File: src/rtl/adjacent_rod_hit_clusterer_macros.svh
// Assertion macros used by the top-level RTL file.
`ifndef ADJACENT_ROD_HIT_CLUSTERER_MACROS_SVH
`define ADJACENT_ROD_HIT_CLUSTERER_MACROS_SVH

// The consequent must hold in the same cycle as the antecedent.
`define ARHC_ASSERT_SAME(lbl, ante, cons, msg) \
    lbl: assert property (@(posedge clk) disable iff (!rst_n) (ante) |-> (cons)) \
        else $error(msg);

// The consequent must hold in the cycle after the antecedent.
`define ARHC_ASSERT_NEXT(lbl, ante, cons, msg) \
    lbl: assert property (@(posedge clk) disable iff (!rst_n) (ante) |=> (cons)) \
        else $error(msg);

`endif

File: src/rtl/arhc_pkg.sv
`default_nettype none
package arhc_pkg;

    typedef enum logic [2:0] {
        FLD_TOF      = 3'd0,
        FLD_XPOS     = 3'd1,
        FLD_XPOS_ADC = 3'd2,
        FLD_LAMP     = 3'd3,
        FLD_RAMP     = 3'd4
    } fld_t;

    localparam logic REG_MAX_TIME = 1'b0;
    localparam logic REG_MAX_X    = 1'b1;

    localparam logic [15:0] MAX_TIME_RESET = 16'd50;
    localparam logic [15:0] MAX_X_RESET    = 16'd500;

    localparam logic [3:0] DIV_LAST_STEP = 4'd15;

    typedef struct packed {
        logic latch;
        logic flush;
        logic start_join;
        logic mul;
        logic sum;
        logic div_step;
        logic wb;
        logic out_acc;
        logic out_hit;
        logic out_last;
    } cmd_t;

    typedef struct packed {
        logic mode;
        logic join_ok;
        logic multi;
        logic div_done;
        logic last_fld;
    } status_t;

endpackage
`default_nettype wire

File: src/rtl/arhc_ctrl.sv
`default_nettype none
module arhc_ctrl (
    input  wire logic             clk,
    input  wire logic             rst_n,
    input  wire logic             in_valid,
    output logic                  in_ready,
    output logic                  out_valid,
    input  wire logic             out_ready,
    input  wire arhc_pkg::status_t status,
    output arhc_pkg::cmd_t        cmd
);
    import arhc_pkg::*;

    typedef enum logic [7:0] {
        S_IDLE  = 8'b0000_0001,
        S_EVAL  = 8'b0000_0010,
        S_MUL   = 8'b0000_0100,
        S_SUM   = 8'b0000_1000,
        S_DIV   = 8'b0001_0000,
        S_WB    = 8'b0010_0000,
        S_OUT1  = 8'b0100_0000,
        S_OUT2  = 8'b1000_0000
    } state_t;

    state_t state_reg;
    state_t state_next;

    assign in_ready  = (state_reg == S_IDLE);
    assign out_valid = (state_reg == S_OUT1) || (state_reg == S_OUT2);

    always_comb
    begin
        state_next = state_reg;
        cmd        = '0;
        unique case (state_reg)
            S_IDLE:
            begin
                if (in_valid)
                begin
                    cmd.latch  = 1'b1;
                    state_next = S_EVAL;
                end
            end
            S_EVAL:
            begin
                if (status.mode)
                begin
                    cmd.flush = 1'b1;
                    if (status.multi)
                    begin
                        cmd.out_acc  = 1'b1;
                        cmd.out_last = 1'b1;
                        state_next   = S_OUT2;
                    end
                    else
                    begin
                        state_next = S_IDLE;
                    end
                end
                else if (status.join_ok)
                begin
                    cmd.start_join = 1'b1;
                    state_next     = S_MUL;
                end
                else if (status.multi)
                begin
                    cmd.out_acc = 1'b1;
                    state_next  = S_OUT1;
                end
                else
                begin
                    cmd.out_hit = 1'b1;
                    state_next  = S_OUT2;
                end
            end
            S_MUL:
            begin
                cmd.mul    = 1'b1;
                state_next = S_SUM;
            end
            S_SUM:
            begin
                cmd.sum    = 1'b1;
                state_next = S_DIV;
            end
            S_DIV:
            begin
                cmd.div_step = 1'b1;
                if (status.div_done)
                begin
                    state_next = S_WB;
                end
            end
            S_WB:
            begin
                cmd.wb     = 1'b1;
                state_next = status.last_fld ? S_IDLE : S_MUL;
            end
            S_OUT1:
            begin
                if (out_ready)
                begin
                    cmd.out_hit = 1'b1;
                    state_next  = S_OUT2;
                end
            end
            S_OUT2:
            begin
                if (out_ready)
                begin
                    state_next = S_IDLE;
                end
            end
            default:
            begin
                state_next = S_IDLE;
            end
        endcase
    end

    always_ff @(posedge clk or negedge rst_n)
    begin
        if (!rst_n)
        begin
            state_reg <= S_IDLE;
        end
        else
        begin
            state_reg <= state_next;
        end
    end

endmodule
`default_nettype wire

File: src/rtl/arhc_datapath.sv
`default_nettype none
module arhc_datapath (
    input  wire logic              clk,
    input  wire logic              rst_n,
    input  wire logic              cfg_we,
    input  wire logic              cfg_index,
    input  wire logic [15:0]       cfg_wdata,
    input  wire logic              mode,
    input  wire logic [2:0]        sector,
    input  wire logic [5:0]        rod,
    input  wire logic signed [15:0] tof,
    input  wire logic signed [15:0] xpos,
    input  wire logic signed [15:0] xpos_adc,
    input  wire logic [15:0]       edep,
    input  wire logic [11:0]       left_amp,
    input  wire logic [11:0]       right_amp,
    input  wire logic              adc_ok,
    input  wire arhc_pkg::cmd_t    cmd,
    output arhc_pkg::status_t      status,
    output logic [2:0]             out_sector,
    output logic [5:0]             out_rod,
    output logic signed [15:0]     out_tof,
    output logic signed [15:0]     out_xpos,
    output logic signed [15:0]     out_xpos_adc,
    output logic [15:0]            out_edep,
    output logic [11:0]            out_left_amp,
    output logic [11:0]            out_right_amp,
    output logic [6:0]             cluster_size,
    output logic                   out_adc_ok,
    output logic                   last_result
);
    import arhc_pkg::*;

    logic [15:0] max_time_reg, max_x_reg;

    logic        h_mode_reg, h_ok_reg;
    logic [2:0]  h_sector_reg;
    logic [5:0]  h_rod_reg;
    logic [15:0] h_tof_reg, h_xpos_reg, h_xpa_reg, h_edep_reg;
    logic [11:0] h_lamp_reg, h_ramp_reg;

    logic        prev_valid_reg;
    logic [2:0]  prev_sector_reg;
    logic [5:0]  prev_rod_reg;
    logic [15:0] prev_tof_reg, prev_xpos_reg;

    logic [2:0]  acc_sector_reg;
    logic [5:0]  acc_rod_reg;
    logic [15:0] acc_tof_reg, acc_xpos_reg, acc_xpa_reg, acc_edep_reg;
    logic [11:0] acc_lamp_reg, acc_ramp_reg;
    logic        acc_ok_reg;
    logic [6:0]  acc_size_reg;

    fld_t        fld_reg;
    logic [15:0] w1_reg, w2_reg;
    logic signed [33:0] p1_reg, p2_reg;
    logic        neg_reg;
    logic [17:0] rem_reg;
    logic [15:0] quo_reg;
    logic [16:0] div_reg;
    logic [3:0]  cnt_reg;

    logic [16:0] dt, dx, adt, adx;
    logic        both_nz;
    logic [16:0] esum;
    logic signed [16:0] op_a, op_h;
    logic signed [34:0] num;
    logic [34:0] mag;
    logic [17:0] trial;
    logic        ge;
    logic [15:0] res;

    assign dt  = {h_tof_reg[15], h_tof_reg} - {prev_tof_reg[15], prev_tof_reg};
    assign dx  = {h_xpos_reg[15], h_xpos_reg} - {prev_xpos_reg[15], prev_xpos_reg};
    assign adt = dt[16] ? (17'd0 - dt) : dt;
    assign adx = dx[16] ? (17'd0 - dx) : dx;

    assign status.mode     = h_mode_reg;
    assign status.join_ok  = prev_valid_reg && (h_sector_reg == prev_sector_reg)
                             && ({1'b0, h_rod_reg} == ({1'b0, prev_rod_reg} + 7'd1))
                             && (adt < {1'b0, max_time_reg})
                             && (adx < {1'b0, max_x_reg});
    assign status.multi    = (acc_size_reg > 7'd1);
    assign status.div_done = (cnt_reg == DIV_LAST_STEP);
    assign status.last_fld = (fld_reg == FLD_RAMP);

    assign both_nz = (acc_edep_reg != 16'd0) && (h_edep_reg != 16'd0);
    assign esum    = {1'b0, acc_edep_reg} + {1'b0, h_edep_reg};

    always_comb
    begin
        case (fld_reg)
            FLD_TOF:
            begin
                op_a = {acc_tof_reg[15], acc_tof_reg};
                op_h = {h_tof_reg[15], h_tof_reg};
            end
            FLD_XPOS:
            begin
                op_a = {acc_xpos_reg[15], acc_xpos_reg};
                op_h = {h_xpos_reg[15], h_xpos_reg};
            end
            FLD_XPOS_ADC:
            begin
                op_a = {acc_xpa_reg[15], acc_xpa_reg};
                op_h = {h_xpa_reg[15], h_xpa_reg};
            end
            FLD_LAMP:
            begin
                op_a = {5'd0, acc_lamp_reg};
                op_h = {5'd0, h_lamp_reg};
            end
            FLD_RAMP:
            begin
                op_a = {5'd0, acc_ramp_reg};
                op_h = {5'd0, h_ramp_reg};
            end
            default:
            begin
                op_a = '0;
                op_h = '0;
            end
        endcase
    end

    assign num   = {p1_reg[33], p1_reg} + {p2_reg[33], p2_reg};
    assign mag   = num[34] ? (35'd0 - num) : num;
    assign trial = {rem_reg[16:0], quo_reg[15]};
    assign ge    = (trial >= {1'b0, div_reg});
    assign res   = neg_reg ? (16'd0 - quo_reg) : quo_reg;

    always_ff @(posedge clk or negedge rst_n)
    begin
        if (!rst_n)
        begin
            max_time_reg <= MAX_TIME_RESET;
            max_x_reg    <= MAX_X_RESET;
        end
        else if (cfg_we)
        begin
            if (cfg_index == REG_MAX_TIME)
            begin
                max_time_reg <= cfg_wdata;
            end
            else
            begin
                max_x_reg <= cfg_wdata;
            end
        end
    end

    always_ff @(posedge clk)
    begin
        if (cmd.latch)
        begin
            h_mode_reg   <= mode;
            h_sector_reg <= sector;
            h_rod_reg    <= rod;
            h_tof_reg    <= tof;
            h_xpos_reg   <= xpos;
            h_xpa_reg    <= adc_ok ? xpos_adc : 16'd0;
            h_edep_reg   <= edep;
            h_lamp_reg   <= left_amp;
            h_ramp_reg   <= right_amp;
            h_ok_reg     <= adc_ok;
        end
        if (cmd.start_join)
        begin
            w1_reg <= both_nz ? acc_edep_reg : 16'd1;
            w2_reg <= both_nz ? h_edep_reg : 16'd1;
        end
        if (cmd.mul)
        begin
            p1_reg <= op_a * $signed({1'b0, w1_reg});
            p2_reg <= op_h * $signed({1'b0, w2_reg});
        end
        if (cmd.sum)
        begin
            neg_reg <= num[34];
            rem_reg <= mag[33:16];
            quo_reg <= mag[15:0];
            div_reg <= {1'b0, w1_reg} + {1'b0, w2_reg};
            cnt_reg <= 4'd0;
        end
        if (cmd.div_step)
        begin
            rem_reg <= ge ? (trial - {1'b0, div_reg}) : trial;
            quo_reg <= {quo_reg[14:0], ge};
            cnt_reg <= cnt_reg + 4'd1;
        end
        if (cmd.out_acc)
        begin
            out_sector    <= acc_sector_reg;
            out_rod       <= acc_rod_reg;
            out_tof       <= acc_tof_reg;
            out_xpos      <= acc_xpos_reg;
            out_xpos_adc  <= acc_xpa_reg;
            out_edep      <= acc_edep_reg;
            out_left_amp  <= acc_lamp_reg;
            out_right_amp <= acc_ramp_reg;
            cluster_size  <= acc_size_reg;
            out_adc_ok    <= acc_ok_reg;
            last_result   <= cmd.out_last;
        end
        else if (cmd.out_hit)
        begin
            out_sector    <= h_sector_reg;
            out_rod       <= h_rod_reg;
            out_tof       <= h_tof_reg;
            out_xpos      <= h_xpos_reg;
            out_xpos_adc  <= h_xpa_reg;
            out_edep      <= h_edep_reg;
            out_left_amp  <= h_lamp_reg;
            out_right_amp <= h_ramp_reg;
            cluster_size  <= 7'd1;
            out_adc_ok    <= h_ok_reg;
            last_result   <= 1'b1;
        end
    end

    always_ff @(posedge clk or negedge rst_n)
    begin
        if (!rst_n)
        begin
            prev_valid_reg  <= 1'b0;
            prev_sector_reg <= '0;
            prev_rod_reg    <= '0;
            prev_tof_reg    <= '0;
            prev_xpos_reg   <= '0;
            acc_sector_reg  <= '0;
            acc_rod_reg     <= '0;
            acc_tof_reg     <= '0;
            acc_xpos_reg    <= '0;
            acc_xpa_reg     <= '0;
            acc_edep_reg    <= '0;
            acc_lamp_reg    <= '0;
            acc_ramp_reg    <= '0;
            acc_ok_reg      <= 1'b0;
            acc_size_reg    <= 7'd1;
            fld_reg         <= FLD_TOF;
        end
        else
        begin
            if (cmd.flush)
            begin
                prev_valid_reg <= 1'b0;
                acc_size_reg   <= 7'd1;
            end
            if (cmd.start_join || cmd.out_hit)
            begin
                prev_valid_reg  <= 1'b1;
                prev_sector_reg <= h_sector_reg;
                prev_rod_reg    <= h_rod_reg;
                prev_tof_reg    <= h_tof_reg;
                prev_xpos_reg   <= h_xpos_reg;
            end
            if (cmd.start_join)
            begin
                if (both_nz)
                begin
                    acc_edep_reg <= esum[16] ? 16'hFFFF : esum[15:0];
                end
                acc_ok_reg   <= acc_ok_reg & h_ok_reg;
                acc_size_reg <= acc_size_reg + 7'd1;
                fld_reg      <= FLD_TOF;
            end
            if (cmd.out_hit)
            begin
                acc_sector_reg <= h_sector_reg;
                acc_rod_reg    <= h_rod_reg;
                acc_tof_reg    <= h_tof_reg;
                acc_xpos_reg   <= h_xpos_reg;
                acc_xpa_reg    <= h_xpa_reg;
                acc_edep_reg   <= h_edep_reg;
                acc_lamp_reg   <= h_lamp_reg;
                acc_ramp_reg   <= h_ramp_reg;
                acc_ok_reg     <= h_ok_reg;
                acc_size_reg   <= 7'd1;
            end
            if (cmd.wb)
            begin
                case (fld_reg)
                    FLD_TOF:      acc_tof_reg  <= res;
                    FLD_XPOS:     acc_xpos_reg <= res;
                    FLD_XPOS_ADC: acc_xpa_reg  <= res;
                    FLD_LAMP:     acc_lamp_reg <= res[11:0];
                    FLD_RAMP:     acc_ramp_reg <= res[11:0];
                    default:      acc_tof_reg  <= acc_tof_reg;
                endcase
                unique case (fld_reg)
                    FLD_TOF:      fld_reg <= FLD_XPOS;
                    FLD_XPOS:     fld_reg <= FLD_XPOS_ADC;
                    FLD_XPOS_ADC: fld_reg <= FLD_LAMP;
                    FLD_LAMP:     fld_reg <= FLD_RAMP;
                    default:      fld_reg <= FLD_TOF;
                endcase
            end
        end
    end

endmodule
`default_nettype wire

File: src/rtl/adjacent_rod_hit_clusterer.sv
// Clusters hits on neighboring rods of one sector and reports energy-weighted centroids.
// The input channel (in_valid/in_ready) carries hits in readout order and, with mode set,
// end-of-event markers. The output channel (out_valid/out_ready) carries clusters; each
// input yields zero, one or two results, and last_result marks the final one.
// Every input is transferred in S_IDLE and evaluated in S_EVAL. A hit that joins the open
// cluster then runs five weighted means through one shared multiplier pair and a radix-2
// divider, each through S_MUL, S_SUM, S_DIV and S_WB. Other hits go from S_EVAL to
// S_OUT1/S_OUT2. The block works on one item at a time. The user must write the limit
// registers via cfg_we/cfg_index/cfg_wdata only while idle; the block does not enforce it.
// Reset empties the event history and loads the default limits of 50 and 500.
// While the receiver stalls, the result stays on the outputs and no input is taken.
`default_nettype none
`include "adjacent_rod_hit_clusterer_macros.svh"
module adjacent_rod_hit_clusterer (
    input  wire logic              clk,
    input  wire logic              rst_n,
    input  wire logic              cfg_we,
    input  wire logic              cfg_index,
    input  wire logic [15:0]       cfg_wdata,
    input  wire logic              in_valid,
    output logic                   in_ready,
    input  wire logic              mode,
    input  wire logic [2:0]        sector,
    input  wire logic [5:0]        rod,
    input  wire logic signed [15:0] tof,
    input  wire logic signed [15:0] xpos,
    input  wire logic signed [15:0] xpos_adc,
    input  wire logic [15:0]       edep,
    input  wire logic [11:0]       left_amp,
    input  wire logic [11:0]       right_amp,
    input  wire logic              adc_ok,
    output logic                   out_valid,
    input  wire logic              out_ready,
    output logic [2:0]             out_sector,
    output logic [5:0]             out_rod,
    output logic signed [15:0]     out_tof,
    output logic signed [15:0]     out_xpos,
    output logic signed [15:0]     out_xpos_adc,
    output logic [15:0]            out_edep,
    output logic [11:0]            out_left_amp,
    output logic [11:0]            out_right_amp,
    output logic [6:0]             cluster_size,
    output logic                   out_adc_ok,
    output logic                   last_result
);
    import arhc_pkg::*;

    cmd_t    cmd;
    status_t status;

    arhc_ctrl u_ctrl (
        .clk       (clk),
        .rst_n     (rst_n),
        .in_valid  (in_valid),
        .in_ready  (in_ready),
        .out_valid (out_valid),
        .out_ready (out_ready),
        .status    (status),
        .cmd       (cmd)
    );

    arhc_datapath u_dp (
        .clk           (clk),
        .rst_n         (rst_n),
        .cfg_we        (cfg_we),
        .cfg_index     (cfg_index),
        .cfg_wdata     (cfg_wdata),
        .mode          (mode),
        .sector        (sector),
        .rod           (rod),
        .tof           (tof),
        .xpos          (xpos),
        .xpos_adc      (xpos_adc),
        .edep          (edep),
        .left_amp      (left_amp),
        .right_amp     (right_amp),
        .adc_ok        (adc_ok),
        .cmd           (cmd),
        .status        (status),
        .out_sector    (out_sector),
        .out_rod       (out_rod),
        .out_tof       (out_tof),
        .out_xpos      (out_xpos),
        .out_xpos_adc  (out_xpos_adc),
        .out_edep      (out_edep),
        .out_left_amp  (out_left_amp),
        .out_right_amp (out_right_amp),
        .cluster_size  (cluster_size),
        .out_adc_ok    (out_adc_ok),
        .last_result   (last_result)
    );

    `ARHC_ASSERT_SAME(a_no_overlap, out_valid, !in_ready, "input taken while a result is pending")
    `ARHC_ASSERT_NEXT(a_busy_after_in, in_valid && in_ready, !in_ready && !out_valid, "no evaluation cycle after transfer")
    `ARHC_ASSERT_SAME(a_size_nonzero, out_valid, cluster_size != 7'd0, "result with empty cluster")
    `ARHC_ASSERT_NEXT(a_second_last, out_valid && out_ready && !last_result, out_valid && last_result, "first result not followed by last one")

endmodule
`default_nettype wire

File: config.mk
export PLATFORM = sky130hd
export DESIGN_NAME = adjacent_rod_hit_clusterer
export DESIGN_NICKNAME = d
export VERILOG_FILES = /design/src/rtl/arhc_pkg.sv /design/src/rtl/arhc_ctrl.sv /design/src/rtl/arhc_datapath.sv /design/src/rtl/adjacent_rod_hit_clusterer.sv
export VERILOG_INCLUDE_DIRS = /design/src /design/src/rtl
export SDC_FILE = /design/constraint.sdc
export NUM_CORES = 2
export LEC_CHECK = 0
export BUFFER_PORTS_ARGS = -buffer_cell sky130_fd_sc_hd__buf_2
export CAP_MARGIN = 20
export CORE_MARGIN = 4
export CORE_UTILIZATION = 49
export DETAILED_ROUTE_END_ITERATION = 10
export PLACE_DENSITY = 0.66
export SETUP_SLACK_MARGIN = 0.1
export SYNTH_ARGS = -nofsm -noshare
export SYNTH_HDL_FRONTEND = slang
export SYNTH_SLANG_ARGS = --single-unit
File: constraint.sdc
create_clock -name clk -period 22.3 [get_ports clk]
set_clock_uncertainty 0.2 [all_clocks]
set_input_delay 2.23 -clock clk [delete_from_list [all_inputs] [get_ports clk]]
set_output_delay 2.23 -clock clk [all_outputs]
set_load 0.02 [all_outputs]
==> impl_results.md <==
* Hold endpoint: u_dp.acc_ok_reg
* HPWL Detailed at 111000 um
* Routed WL at 142000 um
* RSZ-0062 raised after global routing: false
* CP peak stage delay at 0.75 ns
* Final min period at 9.00 ns
* Top-count cell post-synth: inv_1
* Multi-input gate area at 31900 um^2
* FF-to-FF setup slack at 13.30 ns
* Buffers on Ports at 228
* Clk buf depth at 3
* Least-Margin Pin Slew at 1.10 ns
* DR vias/cell at 5.67
* Die height at 331 um
* Antenna Violating Nets Remaining at 0
* Crit Path Class: reg -> reg
* Nets at 6096
* DR pass1 iterations at 6
* Area leader, netlist: fa_1
* Vias at 37100
* Endpoints failing setup at 0
* Ys async rst share at 0.345
* Final count of pins violating max slew at 0
* Wire per inst at 21.6 um
* Die footprint at 110000 um^2
* Status: finished clean
* CP Max Fanout at 26
* Max Cap Viol at 0
* Synthesized flop and latch total at 550
* Most used cell along the critical path: fa_1
* First-pass GRT wire length at 219000 um
* GR met2 Demand/Resource at 0.397
* YS warnings at 0
* GR Util met1 at 0.359
* CTS tree: yes
* Clock slew at reported path FFs at 0.06 ns
* Final period utilization at 0.403
* Critical R2R Launch: u_dp.fld_reg[0]
* Initial antenna violation count at 12
* CP Data Required Time at 22.49 ns
* Crit end category: flip-flop
* Area grow syn2layout at 9.36%
* Synth unique cells at 108
* Starting density of the core at 0.494
* Post-synth top cells: inv_1 (817), fa_1 (544), nand2_1 (444)
* Net Count, Synth at 5933
* Fmax achieved at 111 MHz
* Die X at 331 um
* H-tree levels at 2
* FF/Latch Area at 15600 um^2
* Final Hold Fails at 0
* Overall global routing resource usage at 0.255
* Cts repair resizes at 0
* Worst hold path class: reg -> reg
* Post-synth EDFFs at 360
* GP Congestion at 0.945
* Congestion Overflow GR at 0
* Layout cells sized above 1 at 0.124
* Sink Count at 550
* Pin count of the biggest net entering global routing at 94
* R2R Path End: u_dp.p2_reg[33]
* Area contributors post-synth: fa_1 (21%), edfxtp_1 (21%), dfrtp_1 (8.8%), ha_1 (7.9%), inv_1 (6.0%)
* Slew headroom at 0.261
* Clock root buffer: clkbuf_16
* Netlist Area Pre-Place at 51200 um^2
* Most common flop cell mapped by yosys: edfxtp_1
* R2R cell count at 25
* Number of global-route vias before repair at 37600
* Worst EP arrival at 9.18 ns
* Yosys top cell area share at 0.213
* GRT met3 Usage at 0.0521
* Worst hold start: u_dp.h_ok_reg
* Slowest cell on the critical path: dfrtp_1
* Top Usage Layer GRT: met2
* Core area at 104000 um^2
* Sequential area share after synthesis at 0.304
* Final Core Density at 0.540
* DRC violations left at 0
* Initial DRC count at 2920
* Num CTS Buffers at 61
* Ports at 229
* CP startpoint kind: flip-flop
* Fin Setup TNS at 0 ns
* # rows at 118
* Post-CTS Hold Buffers at 0
* Setup bufs post-CTS at 0
* Synth Instances at 4943
* Filler cells at 9230
* Worst-Skew Late Latency at 0.72 ns
* Hold depth at 1
* Syn Area/Cell at 10.4 um^2
## metrics by stage
step	area (um^2)	hold slack, ns	std cells	setup slack, ns
floorplan	51200	0.238	4943	14.09
global placement	53700	0.262	6420	13.66
detailed placement	53700	0.281	6421	13.45
CTS	55900	0.293	6537	13.39
global route	56000	0.316	6539	12.77
finish	56000	0.289	6545	13.30
## routing by layer
layer,part of all wire,up-vias
met4,0.033,10
met1,0.43,18600
met5,0.00076,-
met3,0.085,253
li1,-,16800
met2,0.45,1486
## kinds of logic after synthesis
group                    after synthesis  share of synthesized area
multiplexers                         321                     0.0702
adder cells (fa/ha/maj)              869                      0.292
XOR/XNOR                             219                     0.0375
AND/OR/NAND/NOR                     1258                      0.123
flip-flops                           550                      0.304
buffers and inverters                989                     0.0746
AO/OA/AOI/OAI                        737                     0.0979
## final cells by class
class / count / area share
Multi-Input combinational cell: 3404 / 0.569
Sequential cell: 550 / 0.278
Inverter: 817 / 0.0548
Tap cell: 1380 / 0.0308
Clock buffer: 70 / 0.0281
Timing Repair Buffer: 272 / 0.0275
Clock inverter: 46 / 0.0110
Antenna cell: 6 / 0.000268
## cell usage in the layout (no fill, tap or decap), types with 18 or more instances in the layout
| cell | count |
|---|---|
| nor2b_1 | 32 |
| buf_2 | 227 |
| o21a_1 | 34 |
| a31oi_1 | 18 |
| and2_1 | 262 |
| o211ai_1 | 24 |
| xor2_1 | 84 |
| nor4_1 | 23 |
| a21o_1 | 65 |
| fa_1 | 544 |
| dfrtp_1 | 178 |
| mux2i_1 | 148 |
| nand3_1 | 54 |
| nor3_1 | 46 |
| inv_1 | 817 |
| buf_4 | 41 |
| a211oi_1 | 33 |
| a221o_1 | 24 |
| nand2b_1 | 34 |
| mux2_2 | 129 |
| o21ai_0 | 136 |
| a21oi_1 | 199 |
| xnor2_1 | 135 |
| a31o_2 | 19 |
| nand2_1 | 443 |
| nor2_1 | 195 |
| and3_1 | 43 |
| mux2_4 | 44 |
| clkbuf_16 | 61 |
| ha_1 | 325 |
| edfxtp_1 | 360 |
| nand4_1 | 24 |
## worst max-delay path, delay by kind of cell (launching register included)
kind            cells  cell delay, ns
compound gates     11            2.76
xor+xnor            1            0.13
fa+ha+maj           7            3.43
buf+inv             3            0.14
flops               1            0.75
simple gates        3            1.28
## worst max-delay path by stage
stage                            from              endpoint  slack, ns  cells past startpoint
finish                u_dp.fld_reg[0]       u_dp.p2_reg[33]      13.30                     25
global route          u_dp.fld_reg[0]       u_dp.p2_reg[33]      12.77                     25
detailed placement    u_dp.fld_reg[0]       u_dp.p2_reg[33]      13.45                     25
floorplan           u_dp.h_tof_reg[0]  u_dp.cluster_size[0]      14.09                     25
global placement      u_dp.fld_reg[0]       u_dp.p2_reg[33]      13.66                     25
CTS                   u_dp.fld_reg[0]       u_dp.p2_reg[33]      13.39                     25
Power is not shown: default switching activity piles up to over one toggle a cycle in this logic, so the estimate is an artifact.
